File: config.mk
export PLATFORM = sky130hd
export DESIGN_NAME = clamp_alignment_sequencer_flat
export DESIGN_NICKNAME = d
export VERILOG_FILES = /design/src/design/cas_pkg.sv /design/src/design/cas_if.sv /design/src/design/clamp_alignment_sequencer.sv /design/src/design/cas_cfg_regs.sv /design/src/design/cas_in_stage.sv /design/src/design/cas_step_core.sv /design/src/flat_wrapper.sv
export SDC_FILE = /design/constraint.sdc
export NUM_CORES = 1
export LEC_CHECK = 0
export BUFFER_PORTS_ARGS = -buffer_cell sky130_fd_sc_hd__buf_2
export CORE_MARGIN = 1.5
export CORE_UTILIZATION = 54
export CTS_BUF_LIST = sky130_fd_sc_hd__clkbuf_8
export CTS_CLUSTER_DIAMETER = 40
export DETAILED_ROUTE_END_ITERATION = 8
export PLACE_DENSITY = 0.74
export SLEW_MARGIN = 5
export SYNTH_ARGS = -nofsm -noshare
export SYNTH_HDL_FRONTEND = slang
export SYNTH_SLANG_ARGS = --single-unit
File: constraint.sdc
create_clock -name clk -period 10.9 [get_ports clk]
set_clock_uncertainty 0.05 [all_clocks]
set_input_delay 2.18 -clock clk [delete_from_list [all_inputs] [get_ports clk]]
set_output_delay 2.18 -clock clk [all_outputs]
set_load 0.01 [all_outputs]
File: src/design/cas_pkg.sv
`timescale 1ns / 1ps
// ----------------------------------------------------------------------------
// cas_pkg
// Shared types and codes for the clamp alignment sequencer: action codes,
// step numbers, configuration register indexes and the records that pass
// between the input stage, the register file and the step logic.
// ----------------------------------------------------------------------------
package cas_pkg;

  localparam int TimeW   = 32;
  localparam int SpeedW  = 20;
  localparam int TargetW = 32;
  localparam int ActionW = 3;
  localparam int StepW   = 4;
  localparam int CfgIdxW = 3;
  localparam int CfgDataW = 32;

  // Action codes reported with each result
  localparam logic [ActionW-1:0] ACT_NONE    = 3'd0;
  localparam logic [ActionW-1:0] ACT_MOVE    = 3'd1;
  localparam logic [ActionW-1:0] ACT_EXTEND  = 3'd2;
  localparam logic [ActionW-1:0] ACT_LEFT    = 3'd3;
  localparam logic [ActionW-1:0] ACT_RETRACT = 3'd4;
  localparam logic [ActionW-1:0] ACT_RIGHT   = 3'd5;
  localparam logic [ActionW-1:0] ACT_DONE    = 3'd6;
  localparam logic [ActionW-1:0] ACT_ABORT   = 3'd7;

  // Sequence steps
  localparam logic [StepW-1:0] STEP_MOVE        = 4'd0;
  localparam logic [StepW-1:0] STEP_WAIT_MOTOR  = 4'd1;
  localparam logic [StepW-1:0] STEP_EXTEND      = 4'd2;
  localparam logic [StepW-1:0] STEP_PRE_DWELL   = 4'd3;
  localparam logic [StepW-1:0] STEP_LEFT        = 4'd4;
  localparam logic [StepW-1:0] STEP_HOLD_DWELL  = 4'd5;
  localparam logic [StepW-1:0] STEP_RETRACT     = 4'd6;
  localparam logic [StepW-1:0] STEP_AFTER_DWELL = 4'd7;
  localparam logic [StepW-1:0] STEP_RIGHT       = 4'd8;
  localparam logic [StepW-1:0] STEP_SETTLE      = 4'd9;

  // Configuration register indexes
  localparam logic [CfgIdxW-1:0] REG_MOVE_SPEED    = 3'd0;
  localparam logic [CfgIdxW-1:0] REG_MOVE_TARGET   = 3'd1;
  localparam logic [CfgIdxW-1:0] REG_PRE_EXTEND    = 3'd2;
  localparam logic [CfgIdxW-1:0] REG_HOLD_EXTENDED = 3'd3;
  localparam logic [CfgIdxW-1:0] REG_AFTER_RETRACT = 3'd4;
  localparam logic [CfgIdxW-1:0] REG_SETTLE        = 3'd5;

  typedef struct packed {
    logic        [SpeedW-1:0]  move_speed_hz;
    logic signed [TargetW-1:0] move_target_steps;
    logic        [TimeW-1:0]   pre_extend_ms;
    logic        [TimeW-1:0]   hold_extended_ms;
    logic        [TimeW-1:0]   after_retract_ms;
    logic        [TimeW-1:0]   settle_ms;
  } cas_cfg_t;

  typedef struct packed {
    logic             valid;
    logic [TimeW-1:0] now_ms;
    logic             start_pressed;
    logic             motor_running;
  } cas_req_t;

endpackage

File: src/design/cas_if.sv
`timescale 1ns / 1ps
// ----------------------------------------------------------------------------
// cas_if
// Valid/ready channels of the sequencer: polling calls in, one result per
// call out, and the configuration write channel.
// ----------------------------------------------------------------------------
interface cas_item_if;
  import cas_pkg::*;
  logic             valid;
  logic             ready;
  logic [TimeW-1:0] now_ms;
  logic             start_pressed;
  logic             motor_running;

  modport source (output valid, output now_ms, output start_pressed,
                  output motor_running, input ready);
  modport sink   (input valid, input now_ms, input start_pressed,
                  input motor_running, output ready);
endinterface

interface cas_result_if;
  import cas_pkg::*;
  logic                      valid;
  logic                      ready;
  logic        [ActionW-1:0] action;
  logic        [SpeedW-1:0]  move_speed;
  logic signed [TargetW-1:0] move_target;
  logic        [StepW-1:0]   step_now;

  modport source (output valid, output action, output move_speed,
                  output move_target, output step_now, input ready);
  modport sink   (input valid, input action, input move_speed,
                  input move_target, input step_now, output ready);
endinterface

interface cas_cfg_if;
  import cas_pkg::*;
  logic                valid;
  logic                ready;
  logic [CfgIdxW-1:0]  index;
  logic [CfgDataW-1:0] data;

  modport source (output valid, output index, output data, input ready);
  modport sink   (input valid, input index, input data, output ready);
endinterface

File: src/design/clamp_alignment_sequencer.sv
`timescale 1ns / 1ps
// ----------------------------------------------------------------------------
// clamp_alignment_sequencer
// Ten-step clamp and alignment sequencer polled once per input beat.
// ----------------------------------------------------------------------------
// Each polling beat yields exactly one result beat carrying the action code,
// the move command fields (nonzero only with a start-move action) and the
// step index after the call. The block takes one beat per clock while the
// result channel does not stall: a beat is held in the input register, is
// evaluated by the step logic while it moves into the result register, and
// is then presented on the result channel from the result register. The
// step state is updated as each beat enters the result register, so
// back-to-back beats see each other's effects.
// A stalled result channel holds the pipeline; up to two beats are then
// buffered. Configuration writes are taken every cycle and belong in idle
// periods; the result of a start press is an abort that clears the sequence.
module clamp_alignment_sequencer
  import cas_pkg::*;
(
  input  logic          clk,
  input  logic          rst,
  cas_cfg_if.sink       cfg,
  cas_item_if.sink      item,
  cas_result_if.source  result
);

  cas_cfg_t regs;
  cas_req_t req;
  logic     consume;

  cas_cfg_regs u_cfg_regs (
    .clk  (clk),
    .rst  (rst),
    .cfg  (cfg),
    .regs (regs)
  );

  cas_in_stage u_in_stage (
    .clk     (clk),
    .rst     (rst),
    .item    (item),
    .consume (consume),
    .req     (req)
  );

  cas_step_core u_step_core (
    .clk     (clk),
    .rst     (rst),
    .regs    (regs),
    .req     (req),
    .consume (consume),
    .result  (result)
  );

endmodule

File: src/design/cas_cfg_regs.sv
`timescale 1ns / 1ps
// ----------------------------------------------------------------------------
// cas_cfg_regs
// Configuration register file. Takes one write beat per cycle; indexes past
// the last register are accepted and dropped.
// ----------------------------------------------------------------------------
module cas_cfg_regs
  import cas_pkg::*;
(
  input  logic     clk,
  input  logic     rst,
  cas_cfg_if.sink  cfg,
  output cas_cfg_t regs
);

  assign cfg.ready = 1'b1;

  // Store a write beat into the addressed register
  always_ff @(posedge clk) begin
    if (rst) begin
      regs <= '0;
    end else if (cfg.valid) begin
      unique case (cfg.index)
        REG_MOVE_SPEED:    regs.move_speed_hz     <= cfg.data[SpeedW-1:0];
        REG_MOVE_TARGET:   regs.move_target_steps <= signed'(cfg.data[TargetW-1:0]);
        REG_PRE_EXTEND:    regs.pre_extend_ms     <= cfg.data[TimeW-1:0];
        REG_HOLD_EXTENDED: regs.hold_extended_ms  <= cfg.data[TimeW-1:0];
        REG_AFTER_RETRACT: regs.after_retract_ms  <= cfg.data[TimeW-1:0];
        REG_SETTLE:        regs.settle_ms         <= cfg.data[TimeW-1:0];
        default: begin
        end
      endcase
    end
  end

endmodule

File: src/design/cas_in_stage.sv
`timescale 1ns / 1ps
// ----------------------------------------------------------------------------
// cas_in_stage
// Input register for polling calls. Holds one beat and refills in the same
// cycle that the step logic consumes it.
// ----------------------------------------------------------------------------
module cas_in_stage
  import cas_pkg::*;
(
  input  logic      clk,
  input  logic      rst,
  cas_item_if.sink  item,
  input  logic      consume,
  output cas_req_t  req
);

  logic take;

  assign item.ready = !req.valid || consume;
  assign take       = item.valid && item.ready;

  // Track occupancy
  always_ff @(posedge clk) begin
    if (rst) begin
      req.valid <= 1'b0;
    end else if (take) begin
      req.valid <= 1'b1;
    end else if (consume) begin
      req.valid <= 1'b0;
    end
  end

  // Capture the payload of an accepted beat
  always_ff @(posedge clk) begin
    if (take) begin
      req.now_ms        <= item.now_ms;
      req.start_pressed <= item.start_pressed;
      req.motor_running <= item.motor_running;
    end
  end

endmodule

File: src/design/cas_step_core.sv
`timescale 1ns / 1ps
// ----------------------------------------------------------------------------
// cas_step_core
// Step index and step timestamp, the per-call decision logic and the result
// register. One call is evaluated each cycle that the result register can
// take it.
// ----------------------------------------------------------------------------
module cas_step_core
  import cas_pkg::*;
(
  input  logic          clk,
  input  logic          rst,
  input  cas_cfg_t      regs,
  input  cas_req_t      req,
  output logic          consume,
  cas_result_if.source  result
);

  logic [StepW-1:0]   step_index;
  logic [TimeW-1:0]   step_start_ms;
  logic [StepW-1:0]   step_index_next;
  logic [TimeW-1:0]   step_start_ms_next;
  logic [ActionW-1:0] action_next;
  logic [TimeW-1:0]   dwell_limit;
  logic [TimeW-1:0]   dwell_age;
  logic               dwell_over;
  logic               is_move;

  assign consume = req.valid && (!result.valid || result.ready);

  // Pick the dwell limit for the current step
  always_comb begin
    unique case (step_index)
      STEP_PRE_DWELL:   dwell_limit = regs.pre_extend_ms;
      STEP_HOLD_DWELL:  dwell_limit = regs.hold_extended_ms;
      STEP_AFTER_DWELL: dwell_limit = regs.after_retract_ms;
      default:          dwell_limit = regs.settle_ms;
    endcase
  end

  // Wrapping age of the current step
  assign dwell_age  = req.now_ms - step_start_ms;
  assign dwell_over = dwell_age >= dwell_limit;

  // Decide the action and the next step for this call
  always_comb begin
    step_index_next    = step_index;
    step_start_ms_next = step_start_ms;
    action_next        = ACT_NONE;
    if (req.start_pressed) begin
      step_index_next    = '0;
      step_start_ms_next = '0;
      action_next        = ACT_ABORT;
    end else begin
      unique case (step_index)
        STEP_MOVE, STEP_EXTEND, STEP_LEFT, STEP_RETRACT, STEP_RIGHT: begin
          step_index_next    = step_index + StepW'(1);
          step_start_ms_next = req.now_ms;
          unique case (step_index)
            STEP_MOVE:    action_next = ACT_MOVE;
            STEP_EXTEND:  action_next = ACT_EXTEND;
            STEP_LEFT:    action_next = ACT_LEFT;
            STEP_RETRACT: action_next = ACT_RETRACT;
            default:      action_next = ACT_RIGHT;
          endcase
        end
        STEP_WAIT_MOTOR: begin
          if (!req.motor_running) begin
            step_index_next    = step_index + StepW'(1);
            step_start_ms_next = req.now_ms;
          end
        end
        STEP_PRE_DWELL, STEP_HOLD_DWELL, STEP_AFTER_DWELL: begin
          if (dwell_over) begin
            step_index_next    = step_index + StepW'(1);
            step_start_ms_next = req.now_ms;
          end
        end
        STEP_SETTLE: begin
          if (dwell_over) begin
            step_index_next    = '0;
            step_start_ms_next = '0;
            action_next        = ACT_DONE;
          end
        end
        default: begin
          // unreachable step numbers fall back to the start
          step_index_next    = '0;
          step_start_ms_next = '0;
        end
      endcase
    end
  end

  assign is_move = action_next == ACT_MOVE;

  // Advance sequence state on each consumed call
  always_ff @(posedge clk) begin
    if (rst) begin
      step_index    <= '0;
      step_start_ms <= '0;
    end else if (consume) begin
      step_index    <= step_index_next;
      step_start_ms <= step_start_ms_next;
    end
  end

  // Hold the result beat until the sink takes it
  always_ff @(posedge clk) begin
    if (rst) begin
      result.valid <= 1'b0;
    end else if (consume) begin
      result.valid <= 1'b1;
    end else if (result.ready) begin
      result.valid <= 1'b0;
    end
  end

  always_ff @(posedge clk) begin
    if (consume) begin
      result.action      <= action_next;
      result.move_speed  <= is_move ? regs.move_speed_hz : '0;
      result.move_target <= is_move ? regs.move_target_steps : '0;
      result.step_now    <= step_index_next;
    end
  end

endmodule
File: src/flat_wrapper.sv
// flat-port wrapper written by rule: the top's interface ports become plain ports
module clamp_alignment_sequencer_flat import cas_pkg::*;
  (clk, rst, cfg_valid, cfg_index, cfg_data, cfg_ready, item_valid, item_now_ms, item_start_pressed, item_motor_running, item_ready, result_valid, result_action, result_move_speed, result_move_target, result_step_now, result_ready);
  cas_cfg_if cfg_i ();
  cas_item_if item_i ();
  cas_result_if result_i ();
  input  logic clk;
  input  logic rst;
  input wire logic [$bits(cfg_i.valid)-1:0] cfg_valid;
  input wire logic [$bits(cfg_i.index)-1:0] cfg_index;
  input wire logic [$bits(cfg_i.data)-1:0] cfg_data;
  output wire logic [$bits(cfg_i.ready)-1:0] cfg_ready;
  input wire logic [$bits(item_i.valid)-1:0] item_valid;
  input wire logic [$bits(item_i.now_ms)-1:0] item_now_ms;
  input wire logic [$bits(item_i.start_pressed)-1:0] item_start_pressed;
  input wire logic [$bits(item_i.motor_running)-1:0] item_motor_running;
  output wire logic [$bits(item_i.ready)-1:0] item_ready;
  output wire logic [$bits(result_i.valid)-1:0] result_valid;
  output wire logic [$bits(result_i.action)-1:0] result_action;
  output wire logic [$bits(result_i.move_speed)-1:0] result_move_speed;
  output wire logic [$bits(result_i.move_target)-1:0] result_move_target;
  output wire logic [$bits(result_i.step_now)-1:0] result_step_now;
  input wire logic [$bits(result_i.ready)-1:0] result_ready;
  assign cfg_i.valid = cfg_valid;
  assign cfg_i.index = cfg_index;
  assign cfg_i.data = cfg_data;
  assign cfg_ready = cfg_i.ready;
  assign item_i.valid = item_valid;
  assign item_i.now_ms = item_now_ms;
  assign item_i.start_pressed = item_start_pressed;
  assign item_i.motor_running = item_motor_running;
  assign item_ready = item_i.ready;
  assign result_valid = result_i.valid;
  assign result_action = result_i.action;
  assign result_move_speed = result_i.move_speed;
  assign result_move_target = result_i.move_target;
  assign result_step_now = result_i.step_now;
  assign result_i.ready = result_ready;
  clamp_alignment_sequencer u_core (.clk(clk), .rst(rst), .cfg(cfg_i), .item(item_i), .result(result_i));
endmodule
==> impl_metrics.py, run 1 <==
metrics = {
    "cells_and_area": {
        "fin_util_pct": 62.47,
        "drive_gt1_share_pct": 13.71,
        "finalNonFillerCells": 2108,
        "fill_cells": 2269,
        "final_cell_area_mm2": 0.01633,
        "nNetsFinal": 1874,
        "antenna_cells": 0,
        "syn2layout_area_growth_pct": 13.00,
    },
    "synthesis": {
        "synth.yosys.seq_area_share_pct": 49.54,
        "yosys_most_used_dff": "dfxtp_1",
        "synthAdderAreaFrac_pct": 6.028,
        "synth-edff-count": 93,
        "yosysTopAreaCellShare_pct": 30.21,
        "synthMuxAreaShare_pct": 2.425,
        "synth_area_mm2": 0.01445,
        "ys_warn_count": 0,
        "synth_seq_cells": 311,
        "synthSimpleGateAreaFrac_pct": 19.34,
        "synth.distinct_cells": 68,
        "synthXorXnorAreaFrac_pct": 1.334,
        "synth_area_leaders": "dfxtp_1 30%, edfxtp_1 19%, nand2_1 12%, a21oi_1 7.5%, ha_1 5.9%",
        "synth_fp_nets": 1775,
        "syn_avg_cell_area_um2": 8.853,
        "postSynthCellCount": 1632,
        "synth_top_family_by_area": "simple AND/OR/NAND/NOR gates",
        "synth-compound-area-share_pct": 17.26,
        "yosysTopAreaCell": "dfxtp_1",
        "async_reset_ff_share_pct": 0,
    },
    "detailed_routing": {
        "met2WireLength_um": 16590,
        "ant_nets": 0,
        "drt-met1-wl_um": 14730,
        "drt_iter0_drc": 1109,
        "highest_layer": "met5",
        "wl_met3_um": 1867,
        "dr.pass1.iters": 9,
        "routed_wirelength_um": 34290,
        "vias_per_cell": 5.638,
        "wl_per_cell_um": 16.27,
        "drc_errors": 6,
        "vias": 11884,
    },
    "min_path": {
        "min_from": "u_core.u_cfg_regs.regs[169]$_SDFFE_PP0P_",
        "hold_path_end": "u_core.u_cfg_regs.regs[169]$_SDFFE_PP0P_",
        "whs_path_depth": 2,
        "min_path_type": "flip-flop to flip-flop",
    },
    "sta": {
        "fin_crit_sh_pct": 53.40,
        "hold_viol": 0,
        "setup_viol": 0,
        "drv_slew": 0,
        "max_slew_margin_pct": 32.74,
        "worst_slack_ns": 5.080,
        "worst_slew_pin_slew_ns": 1.009,
        "grt_setup_unrepaired": "no",
        "setup-tns-final_ns": 0,
        "max_freq_mhz": 171.8,
        "period_minus_slack_ns": 5.820,
    },
    "clock_network": {
        "clk_latency_ns": 0.60,
        "cts_buffer_depth": 3,
        "clkTransAtPathRegs_ns": 0.06,
        "ctsHoldBuffers": 0,
        "cts_inserted_buffers": 52,
        "cts.htree.levels": 2,
        "cts_root_buf": "clkbuf_8",
        "tritoncts": "yes",
        "cts.sinks": 311,
        "cts_resized": 0,
        "post-cts-setup-buffers": 0,
    },
    "die": {
        "die_area_mm2": 0.02775,
        "dieWidth_um": 166.6,
        "ios": 136,
        "die_y_um": 166.6,
        "start_util_pct": 55.29,
        "core_mm2": 0.02613,
        "row_count": 59,
    },
    "worst_setup_path": {
        "critPathMaxStageDelay_ns": 0.50,
        "r2r_slack_ns": 5.08,
        "worst_r2r_path_depth": 20,
        "crit_required_ns": 11.35,
        "worstReg2RegStart": "u_core.u_in_stage.req[2]$_DFFE_PP_",
        "cpMaxStageDelayCell": "a221oi_2",
        "cp.arrival_ns": 6.27,
        "rr_endpoint": "u_core.u_step_core.step_start_ms[16]$_SDFFE_PP0P_",
        "worstPathMaxFanout": 33,
        "worst_setup_path_start_kind": "flip-flop",
        "critical_path_class": "flip-flop to flip-flop",
        "crit_path_end_kind": "flip-flop",
        "cp_cell_sequence": "inv_1 -> ha_1 -> inv_1 -> fa_1 -> a21o_1 -> a221oi_2 -> a2111oi_4 -> a311o_2 -> or3_1 -> a31oi_1 -> xnor2_1 -> ha_1 -> and4_1 -> a221oi_1 -> o211ai_1 -> a21oi_2 -> a21oi_1 -> o21ai_4 -> buf_4 -> mux2i_1",
    },
    "placement": {
        "gp_congestion": 0.8737,
        "dp.cells": 2012,
        "place_area_mm2": 0.01529,
        "dpl.hpwl_um": 21700,
        "place_ws_ns": 5.134,
        "io_buffers": 134,
    },
    "global_routing": {
        "track_usage_pct": 24.90,
        "antenna_found_initial": 1,
        "grt_pass1_vias": 11618,
        "overflow": 0,
        "grt_pass1_wl_um": 57010,
        "grt_max_degree": 139,
    },
    "run": {
        "cap_violations": 0,
    },
    "run_status": {
        "status": "complete, but fails checks",
        "violations": "design-rule violations",
    },
    "pwr": {
        "powerDensity_mw_per_mm2": 155.7,
        "vdd_drop_max_mv": 0.1157,
        "leakagePower_nw": 6.163,
    },
}
## registers in the layout (all words and copies together), names as in the netlist
name and flops:
u_core.u_step_core.result.action 3, u_core.u_cfg_regs.regs 180, u_core.u_step_core.result.move_target 32, u_core.u_step_core.result.step_now 4
u_core.u_step_core.step_index 4, u_core.u_step_core.result.move_speed 20, u_core.u_step_core.step_start_ms 32, u_core.u_step_core.result.valid 1
u_core.u_in_stage.req 35
## worst max-delay path: cells and delay by family (launching register included)
| family | cells | cell delay, ns |
|---|---|---|
| multiplexers | 1 | 0.27 |
| buffers and inverters | 3 | 0.63 |
| flip-flops | 1 | 0.38 |
| AND/OR/NAND/NOR | 2 | 0.54 |
| adder cells (fa/ha/maj) | 3 | 0.89 |
| XOR/XNOR | 1 | 0.09 |
| AO/OA/AOI/OAI | 10 | 2.86 |
## area by class of cell
type                    instances  area, µm²  area share (%)
clock buffers                  58      798.3           4.890
flip-flops and latches        311       7157           43.84
inverters                      50      187.7           1.150
repair buffers                147      774.5           4.744
clock inverters                38      237.7           1.456
well taps                     335      419.2           2.567
multi-input cells            1169       6751           41.35
## stage by stage
stage,hold WS [ns],power [W]
final,0.3990,0.002542
after CTS,0.4005,0.002565
after global placement,0.3858,0.001538
after floorplan,0.3817,0.001460
after global routing,0.4143,0.002659
after detailed placement,0.3922,0.001547
## metal layers
metal / track usage (%) / up-vias
li1: - / 5821
met1: 31.55 / 5618
met2: 42.44 / 364
met3: 3.969 / 79
met4: 10.28 / 2
met5: 0 / -
## synthesized netlist by cell type, drive strengths merged, types with 14 or more instances
library cell,n
and2,61
nor2,47
xnor2,16
nand2,451
mux2i,35
inv,50
a21oi,218
clkbuf,95
ha,68
a21boi,14
o21ai,44
a21o,22
a222oi,32
dfxtp,218
edfxtp,93
nand2b,34
## cell families (layout without fill, tap and decap cells)
| kind of cell | count (synthesis) | after routing |
|---|---|---|
| multiplexers | 35 | 35 |
| XOR/XNOR | 22 | 22 |
| buffers and inverters | 152 | 293 |
| flip-flops | 311 | 311 |
| adder cells (fa/ha/maj) | 69 | 69 |
| AND/OR/NAND/NOR | 647 | 647 |
| AO/OA/AOI/OAI | 395 | 395 |
| other | 1 | 1 |
## how the worst max path moves through the flow
stage	from	depth (start not counted)	slack, ns	end
6_report	u_core.u_in_stage.req[2]$_DFFE_PP_	20	5.08	u_core.u_step_core.step_start_ms[16]$_SDFFE_PP0P_
5_1_grt	u_core.u_in_stage.req[2]$_DFFE_PP_	20	4.65	u_core.u_step_core.step_start_ms[18]$_SDFFE_PP0P_
4_1_cts	u_core.u_in_stage.req[2]$_DFFE_PP_	20	5.07	u_core.u_step_core.step_start_ms[16]$_SDFFE_PP0P_
3_5_place_dp	u_core.u_in_stage.req[2]$_DFFE_PP_	20	5.13	u_core.u_step_core.step_start_ms[16]$_SDFFE_PP0P_
3_3_place_gp	u_core.u_in_stage.req[2]$_DFFE_PP_	20	5.40	u_core.u_step_core.step_start_ms[4]$_SDFFE_PP0P_
2_1_floorplan	u_core.u_in_stage.req[2]$_DFFE_PP_	20	5.92	u_core.u_step_core.step_start_ms[10]$_SDFFE_PP0P_
## power by group
part           switching (W)  total [W]  internal (W)  leakage (nW)
registers          0.0000160    0.00124       0.00123          2.68
logic               0.000174   0.000281      0.000107          2.90
clock network       0.000478    0.00102      0.000541         0.580
## cell usage in the layout (no fill, tap or decap), drive strengths merged, types with 3 or more instances in the layout
| master | count |
|---|---|
| or3 | 3 |
| a211o | 3 |
| buf | 147 |
| a211oi | 6 |
| nor3 | 5 |
| clkinv | 16 |
| a2111oi | 5 |
| or2 | 3 |
| a31oi | 9 |
| clkinvlp | 3 |
| and2 | 61 |
| o21a | 7 |
| nor2b | 11 |
| a21o | 22 |
| xor2 | 6 |
| edfxtp | 93 |
| o311ai | 4 |
| nand3 | 11 |
| o21bai | 4 |
| nand2 | 451 |
| mux2i | 35 |
| a222oi | 32 |
| clkbuf | 58 |
| a21oi | 218 |
| nand2b | 34 |
| o21ai | 44 |
| ha | 68 |
| inv | 67 |
| nor2 | 47 |
| xnor2 | 16 |
| a221oi | 4 |
| dfxtp | 218 |
| and3 | 7 |
| o211ai | 7 |
| a21boi | 14 |
| nand4 | 6 |
No activity file was read; power rests on OpenSTA's default activity.
==> run 2, diff against run 1 <==
--- a/config.mk
+++ b/config.mk
@@ -11,7 +11,7 @@
 export CTS_BUF_LIST = sky130_fd_sc_hd__clkbuf_8
 export CTS_CLUSTER_DIAMETER = 40
 export DETAILED_ROUTE_END_ITERATION = 8
-export PLACE_DENSITY = 0.74
+export PLACE_DENSITY = 0.77
 export SLEW_MARGIN = 5
 export SYNTH_ARGS = -nofsm -noshare
 export SYNTH_HDL_FRONTEND = slang
==> constraint.sdc (replaced) <==
create_clock -name clk -period 4.86 [get_ports clk]
set_clock_uncertainty 0.05 [all_clocks]
set_input_delay 0.972 -clock clk [delete_from_list [all_inputs] [get_ports clk]]
set_output_delay 0.972 -clock clk [all_outputs]
set_load 0.01 [all_outputs]
==> run 2 against run 1 <==
Against the previous run: the flow finishes with violations (design-rule violations, negative setup slack); die area is the same; worst hold slack got worse by 0.0011 ns; first-iteration DRC count up 7.4%; critical path type unchanged; flip-flop and latch count stayed put; total power is 130% higher.
==> impl_metrics.py, run 2 (synthesis results as in run 1) <==
metrics = {
    "pwr": {
        "switching_power_w": 0.001492,
        "leakagePower_nw": 6.390,
        "power_frac_seq_pct": 48.6,
        "pwr-share-clk_pct": 39.0,
        "p_sw_share_pct": 26.00,
        "vdd_drop_max_mv": 0.2630,
        "combPwrFrac_pct": 12.4,
        "p_int_w": 0.004247,
        "powerDensity_mw_per_mm2": 342.4,
    },
    "detailed_routing": {
        "wl_per_cell_um": 16.99,
        "drc_errors": 12,
        "drt_iter0_drc": 1191,
        "vias": 12074,
        "routed_wirelength_um": 36240,
        "vias_per_cell": 5.661,
        "ant_nets": 0,
        "dr.pass1.iters": 9,
    },
    "die": {
        "core_mm2": 0.02613,
        "die_area_mm2": 0.02775,
        "die_y_um": 166.6,
        "start_util_pct": 55.29,
        "dieWidth_um": 166.6,
        "ios": 136,
        "row_count": 59,
    },
    "clock_network": {
        "cts.sinks": 311,
        "clk_latency_ns": 0.59,
        "cts_root_buf": "clkbuf_8",
        "ctsHoldBuffers": 0,
        "tritoncts": "yes",
        "cts_inserted_buffers": 51,
        "cts.htree.levels": 2,
        "clkTransAtPathRegs_ns": 0.06,
        "cts_buffer_depth": 3,
    },
    "cells_and_area": {
        "top_regs": "u_core.u_cfg_regs.regs (180), u_core.u_in_stage.req (35)",
        "top_register": "u_core.u_cfg_regs.regs",
        "multi_input_area_mm2": 0.006894,
        "drive_gt1_share_pct": 15.57,
        "antenna_cells": 0,
        "nNetsFinal": 1900,
        "layout.cells.most_common": "nand2_1",
        "mostFrequentLayoutCells": "450 x nand2_1, 218 x dfxtp_1, 213 x a21oi_1",
        "syn2layout_area_growth_pct": 16.00,
        "regArea_mm2": 0.007157,
        "largest_reg_flops": 180,
        "fill_cells": 2224,
    },
    "sta": {
        "worst_slew_pin_slew_ns": 1.166,
        "fin_crit_sh_pct": 100.1,
        "period_minus_slack_ns": 4.866,
        "worst_slack_ns": -0.006099,
        "hold_viol": 0,
        "grt_setup_unrepaired": "yes",
        "max_freq_mhz": 205.5,
        "drv_slew": 0,
        "setup-tns-final_ns": -0.006099,
        "setup_viol": 1,
        "max_slew_margin_pct": 22.10,
    },
    "worst_setup_path": {
        "crit_required_ns": 5.34,
        "worstPathMaxFanout": 6,
        "cp.arrival_ns": 5.35,
        "worst_setup_path_start_kind": "flip-flop",
        "critical_path_class": "flip-flop to flip-flop",
        "crit_path_end_kind": "flip-flop",
    },
    "placement": {
        "place_ws_ns": -0.1984,
        "gp_congestion": 0.8453,
        "dpl.hpwl_um": 23040,
        "io_buffers": 134,
    },
    "run_status": {
        "status": "complete, but fails checks",
        "violations": "design-rule violations, negative setup slack",
    },
    "global_routing": {
        "grt_pass1_wl_um": 58880,
        "track_usage_pct": 25.81,
        "overflow": 0,
        "grt_max_degree": 92,
        "antenna_found_initial": 0,
        "grt_pass1_vias": 12024,
    },
    "min_path": {
        "min_path_type": "flip-flop to flip-flop",
    },
    "run": {
        "cap_violations": 0,
    },
}
==> run 2: changes by cell type in the layout (fill, tap and decap cells not counted), moves of 4 or more <==
cell / previous run / this run
buf_4: 13 / 30
o21ai_0: 42 / 38
clkinv_1: 9 / 3
buf_6: 1 / 5
inv_1: 64 / 74
==> run 2: final cells by class <==
cell class,instances,area share (%)
tap,335,2.501
clock buffer,55,4.517
clock inverter,39,1.486
inverter,50,1.120
sequential,311,42.71
timing repair buffer,174,6.533
multi-input combinational,1169,41.14
==> run 2: worst max-delay path, stage by stage (launching register included) <==
cell,delay [ns]
edfxtp_1,0.39
inv_1,0.07
ha_2,0.17
inv_2,0.04
fa_2,0.33
a21o_1,0.20
a221oi_4,0.34
a2111oi_4,0.14
a311o_2,0.41
buf_4,0.16
o311ai_4,0.29
a21o_1,0.20
a211o_1,0.15
nand3_2,0.09
ha_4,0.29
nand4_1,0.13
a211oi_2,0.23
a21oi_2,0.09
buf_6,0.15
buf_4,0.13
buf_6,0.12
a21o_1,0.19
a221oi_2,0.29
a22o_1,0.17
==> run 2: repair_timing <==
action,4_1_cts,5_1_grt
cloned,3,1
endpoints found under the setup margin,39,42
pin swaps,13,19
setup buffers,5,4
resized for setup,9,24
==> run 2: power by group through the flow <==
stage | Combinational (W) | Sequential (W) | Clock [W]
floorplan | 0.000442 | 0.00284 | 0
global placement | 0.000629 | 0.00284 | 0
detailed placement | 0.000650 | 0.00284 | 0
CTS | 0.000680 | 0.00279 | 0.00227
global route | 0.000795 | 0.00279 | 0.00238
finish | 0.000714 | 0.00279 | 0.00224
==> run 2: worst paths after layout <==
kind / from / to / slack (ns) / cells after the start
worst max-delay path: u_core.u_in_stage.req[2]$_DFFE_PP_ / u_core.u_step_core.step_index[2]$_SDFFE_PP0P_ / -0.006 / 23
worst min-delay path: u_core.u_cfg_regs.regs[147]$_SDFFE_PP0P_ / u_core.u_cfg_regs.regs[147]$_SDFFE_PP0P_ / 0.40 / 2
worst max register to register: u_core.u_in_stage.req[2]$_DFFE_PP_ / u_core.u_step_core.step_index[2]$_SDFFE_PP0P_ / -0.006 / 23
worst min register to register: u_core.u_cfg_regs.regs[147]$_SDFFE_PP0P_ / u_core.u_cfg_regs.regs[147]$_SDFFE_PP0P_ / 0.40 / 2
==> run 2: stage by stage <==
stage | util (%) | cells | total power, W | hold WS, ns | instance area [µm²]
floorplan | - | 1632 | 0.003283 | 0.3817 | 14490
global placement | 59.11 | 2027 | 0.003467 | 0.3865 | 15450
detailed placement | 59.11 | 2027 | 0.003491 | 0.3918 | 15450
CTS | 63.56 | 2129 | 0.005736 | 0.4005 | 16610
global route | 64.13 | 2133 | 0.005972 | 0.4130 | 16760
finish | 64.13 | 2133 | 0.005739 | 0.3980 | 16760
==> run 2: routing by layer <==
metal	global-route usage, %	part of all wire [%]	vias to the layer above
li1	-	-	5867
met1	31.07	41	5722
met2	46.20	50	407
met3	3.874	5.6	78
met4	10.36	2.9	0
met5	0.5217	0	-
